File: src/hdl/pdb_fifo.sv
`timescale 1ns / 1ps
// Small synchronous queue used between the binner stages and at the output.
// Standalone; carries packed words of WIDTH bits.
module pdb_fifo #(
    parameter int WIDTH = 8,
    parameter int DEPTH = 2
) (
    input  logic             clk,
    input  logic             rst_n,
    input  logic             push,
    input  logic [WIDTH-1:0] wdata,
    input  logic             pop,
    output logic [WIDTH-1:0] rdata,
    output logic             full,
    output logic             empty
);

    localparam int PTR_W = (DEPTH > 1) ? $clog2(DEPTH) : 1;

    logic [WIDTH-1:0] mem_reg [DEPTH];
    logic [PTR_W-1:0] wr_ptr_reg, wr_ptr_next;
    logic [PTR_W-1:0] rd_ptr_reg, rd_ptr_next;
    logic [PTR_W:0]   cnt_reg, cnt_next;
    logic             do_push, do_pop;

    assign full    = (cnt_reg == (PTR_W+1)'(DEPTH));
    assign empty   = (cnt_reg == '0);
    assign do_push = push && !full;
    assign do_pop  = pop && !empty;
    assign rdata   = mem_reg[rd_ptr_reg];

    always_comb
    begin
        wr_ptr_next = wr_ptr_reg;
        rd_ptr_next = rd_ptr_reg;
        cnt_next    = cnt_reg;
        if (do_push)
        begin
            wr_ptr_next = (wr_ptr_reg == PTR_W'(DEPTH - 1)) ? '0 : wr_ptr_reg + 1'b1;
        end
        if (do_pop)
        begin
            rd_ptr_next = (rd_ptr_reg == PTR_W'(DEPTH - 1)) ? '0 : rd_ptr_reg + 1'b1;
        end
        if (do_push && !do_pop)
        begin
            cnt_next = cnt_reg + 1'b1;
        end
        else if (do_pop && !do_push)
        begin
            cnt_next = cnt_reg - 1'b1;
        end
    end

    always_ff @(posedge clk or negedge rst_n)
    begin
        if (!rst_n)
        begin
            wr_ptr_reg <= '0;
            rd_ptr_reg <= '0;
            cnt_reg    <= '0;
        end
        else
        begin
            wr_ptr_reg <= wr_ptr_next;
            rd_ptr_reg <= rd_ptr_next;
            cnt_reg    <= cnt_next;
        end
    end

    // Storage holds payload only.
    always_ff @(posedge clk)
    begin
        if (do_push)
        begin
            mem_reg[wr_ptr_reg] <= wdata;
        end
    end

endmodule

File: config.mk
export PLATFORM = sky130hd
export DESIGN_NAME = pdb_fifo
export DESIGN_NICKNAME = d
export VERILOG_FILES = /design/src/hdl/pdb_fifo.sv
export SDC_FILE = /design/constraint.sdc
export NUM_CORES = 1
export LEC_CHECK = 0
export BUFFER_PORTS_ARGS = -buffer_cell sky130_fd_sc_hd__buf_2
export CAP_MARGIN = 15
export CORE_MARGIN = 2
export CORE_UTILIZATION = 52
export CTS_CLUSTER_SIZE = 16
export DETAILED_ROUTE_END_ITERATION = 7
export PLACE_DENSITY = 0.76
export RECOVER_POWER = 50
export SYNTH_ARGS = -nofsm -noshare
export SYNTH_HDL_FRONTEND = slang
export SYNTH_SLANG_ARGS = --single-unit
export TNS_END_PERCENT = 20
File: constraint.sdc
create_clock -name clk -period 3 [get_ports clk]
set_input_delay 0.45 -clock clk [delete_from_list [all_inputs] [get_ports clk]]
set_output_delay 0.45 -clock clk [all_outputs]
set_load 0.02 [all_outputs]
* Word-level counts from Yosys, hierarchy flattened *
Memory sizes are Yosys's and may differ from the RTL's.
Cells that the tools add are included.

cells by class
  add/subtract/negate cells = 4
  eq/ne operators = 1
  mux-type cells = 6
  reductions and logical operators = 10

operator list
  cell                                              count
  logical AND 1 bit                                 4
  logical NOT 1 bit                                 4
  2-to-1 mux 1 bit                                  4
  2-to-1 mux 2 bit                                  2
  adder 1 bit, second input constant                2
  adder 2 x 1 -> 2 bit, second input constant       1
  == test 2 bit, second input constant              1
  logical NOT 2 bit                                 1
  nonzero test 2 bit                                1
  subtractor 2 x 1 -> 2 bit, second input constant  1

word-level totals
  bits in registers = 4
  RAM bits = 16
  logic and storage cells = 25
  memories = 1

memories
  name     words  bits a word  rd ports  clocked after Yosys merged registers in  wr ports  line  RTL
  mem_reg  2      8            1         0                                        1         20    logic [WIDTH-1:0] mem_reg [DEPTH];

* Longest topological paths before layout *
  depth in word-level cells = 7
  depth in mapped cells = 7

* Worst setup path before layout *
Ideal clock, no wire load.

  path kind = flip-flop to flip-flop
  from = register cnt_reg[0]
  to = memory mem_reg[0][0] (enable)
  arrival = 1.022 ns
  slack = 1.608 ns
  stages on the path, launching flop included = 4
  buffers on the path = 0
  period minus slack after synthesis = 1.392 ns
  cell sequence = dfrtp_1 > nand2b_1 > nand2_2 > nor2_1

on the way
  longest elaborated chain between the ends = 5

ends and longest elaborated chain
  item                                    line  RTL
  from (decl)                             23    logic [PTR_W:0] cnt_reg, cnt_next;
  from (signal assigned)                  67    cnt_reg <= cnt_next;
  == test 2 bit                           26    assign full = (cnt_reg == (PTR_W+1)'(DEPTH));
  logical NOT 1 bit                       28    assign do_push = push && !full;
  logical AND 1 bit                       28
  2-to-1 mux 1 bit                        74    if (do_push)
  2-to-1 mux 1 bit (implied by the code)  76    mem_reg[wr_ptr_reg] <= wdata;
  to (decl)                               20

Every way passes these cells.

* Worst setup path in the final report *
  from = register rd_ptr_reg
  to = output rdata[7]

on the way
  longest elaborated chain between the ends = 1

ends and longest elaborated chain
  item                    line  RTL
  from (decl)             22    logic [PTR_W-1:0] rd_ptr_reg, rd_ptr_next;
  from (signal assigned)  66    rd_ptr_reg <= rd_ptr_next;
  memory (2 x 8 bit)      -
  to (decl)               13    output logic [WIDTH-1:0] rdata,

Every way passes these cells.

==> impl_metrics.yaml <==
worst_setup_path:
  startpoint_type: "register"
  crit_fanout: 9
  cp-end-kind: "output pin"
  cp.arrival_ps: 1400
  worst-setup-path-type: "reg2out"
  critPathRequiredTime_ps: 2550
clock_network:
  ctsLongestPathBuffers: 2
  hold_buffers: 1
  clk_pin_slew_ps: 100
  post_cts_resized: 0
  post-cts-setup-buffer-count: 0
  cts_made_buffers: 3
  cts_sinks: 20
  clockRootBuffer: "clkbuf_4"
  htree_levels: 1
  clock_latency_ps: 290
  cts_tree: "done"
sta:
  setup_viol_count_final: 0
  fmax_ghz: 0.540
  setup_slack_ps: 1150
  period_needed_ps: 1850
  hold_viol_final: 0
  maxSlewHeadroom_pct: 56.2
  tns_ps: 0
  finClkSkew_ps: 10.7
  rsz0062_at_grt: "no"
  final.period_utilization_pct: 61.8
  holdWs_ps: 345
  worst_pin_slew_ps: 654
  drv_slew: 0
floorplan:
  die_h_um: 42.8
  rows: 13
  ios: 22
  coreArea_um2: 1350
  die_x_um: 42.8
  start_util_pct: 57.9
  die_area_um2: 1830
global_route:
  grt_usage_pct: 14.3
  grt_pass1_wl_mm: 1.93
  grt_max_degree: 12
  grt.overflow.total: 0
  grt_antenna_before_repair: 0
  grt_pass1_vias: 446
finish:
  final_util_pct: 68.9
  drive_above_1_share_pct: 33.3
  final_cells: 84
  n_antenna_cell: 0
  largest_reg_flops: 16
  final_area_um2: 930
  nets: 83
  area_delta_synth_final_pct: 18.9
pwr:
  swShare_pct: 35.1
  p_total_mw: 0.897
  power_frac_seq_pct: 49.9
  p_int_mw: 0.582
  peakVddDrop_uv: 539
  p_sw_mw: 0.315
  power.density_nw_per_um2: 965
  combPwrFrac_pct: 36.5
  p_leak_nw: 0.382
  power_frac_clock_pct: 13.5
route:
  vias: 427
  drt_first_pass_iters: 4
  vias_per_cell: 5.08
  drc: 0
  initialDrtViolationCount: 6
  final_antenna_net_count: 0
  wire_per_inst_um: 13.6
  wl_mm: 1.14
place:
  finalWeightedCongestion: 0.644
  port-buffer-count: 21
  dp_cells: 79
  placed_area_um2: 901
  place_ws_ps: 1380
  hpwlAfterDp_um: 860
synthesis:
  ys_seq_area_share_pct: 74.2
  ys_types: 15
  synth_nets: 57
  synth_area_um2: 782
  synth_warnings: 0
  syn_area_per_cell_um2: 17.8
  synth_cells: 44
  synthTopCellsByArea: "edfxtp_1 61%, dfrtp_1 13%, mux2_1 8.6%"
  yosysTopAreaCell: "edfxtp_1"
  synth_seq_cells: 20
  synth_top_area_share_pct: 61.4
min_path:
  hold_class: "in2reg"
run:
  cap_violations: 0
outcome:
  run_status: "finished clean"
## Yosys cell counts
| master | number |
|---|---|
| and3_1 | 1 |
| nor2_1 | 3 |
| o21ai_1 | 1 |
| xor2_1 | 2 |
| ha_1 | 1 |
| edfxtp_1 | 16 |
| nand2b_1 | 1 |
| xnor2_2 | 1 |
| xnor2_1 | 2 |
| nand2_2 | 1 |
| dfrtp_1 | 4 |
| inv_1 | 2 |
| buf_2 | 1 |
| mux2_1 | 6 |
| mux2_2 | 2 |
## power by group through the flow
stage	clock network, mW	logic, mW	registers, mW
2_1_floorplan	0	0.268	0.423
3_3_place_gp	0	0.326	0.453
3_5_place_dp	0	0.331	0.456
4_1_cts	0.127	0.337	0.450
5_1_grt	0.134	0.362	0.460
6_report	0.121	0.327	0.448
## path summary, 6_finish.rpt
check	cells after the start	end	from	slack (ps)
max	2	rdata[7]	rd_ptr_reg$_DFFE_PN0P_	1150
min	1	mem_reg[1][3]$_DFFE_PP_	wdata[3]	350
max reg2reg	3	mem_reg[0][7]$_DFFE_PP_	cnt_reg[0]$_DFFE_PN0P_	1390
min reg2reg	1	wr_ptr_reg$_DFFE_PN0N_	wr_ptr_reg$_DFFE_PN0N_	540
max in group asynchronous	2	rd_ptr_reg$_DFFE_PN0P_	rst_n	2260
min in group asynchronous	2	wr_ptr_reg$_DFFE_PN0N_	rst_n	530
## critical path: stages, from the launching register on
cell and delay [ps]:
dfrtp_1 590, mux2_2 380, buf_2 160
## layer usage
metal | vias to the layer above | part of all wire, % | global-route usage [%]
li1 | 209 | - | -
met1 | 205 | 43 | 16.9
met2 | 13 | 52 | 26.1
met5 | - | 0 | 0
met3 | 0 | 5.1 | 2.98
met4 | 0 | 0 | 3.75
## placed cells by master, fill, tap and decap left out
cell type and n:
nand2_1 1, inv_1 2, xnor2_2 1, mux2_1 6, xnor2_1 2, clkbuf_4 3, edfxtp_1 16, ha_1 1
buf_2 17, o21ai_0 1, dlygate4sd3_1 1, dfrtp_1 4, and3_1 1, clkbuf_1 5, mux2_2 2, nor2_1 3
nand2b_1 1, xor2_1 2
## logic make-up after synthesis
group / Yosys count / synth area share, %
simple gates: 6 / 3.84
compound gates: 1 / 0.639
xor+xnor: 5 / 6.56
buf+inv: 3 / 1.60
fa+ha+maj: 1 / 1.60
mux: 8 / 11.5
flops: 20 / 74.2
## area by class of cell
type / instances / area (um2)
Fill cell: 97 / 420
Multi-Input combinational cell: 21 / 186
Inverter: 2 / 7.51
Sequential cell: 20 / 581
Tap cell: 15 / 18.8
Clock buffer: 4 / 26.3
Timing Repair Buffer: 22 / 110
(Power assumes the default switching activity.)
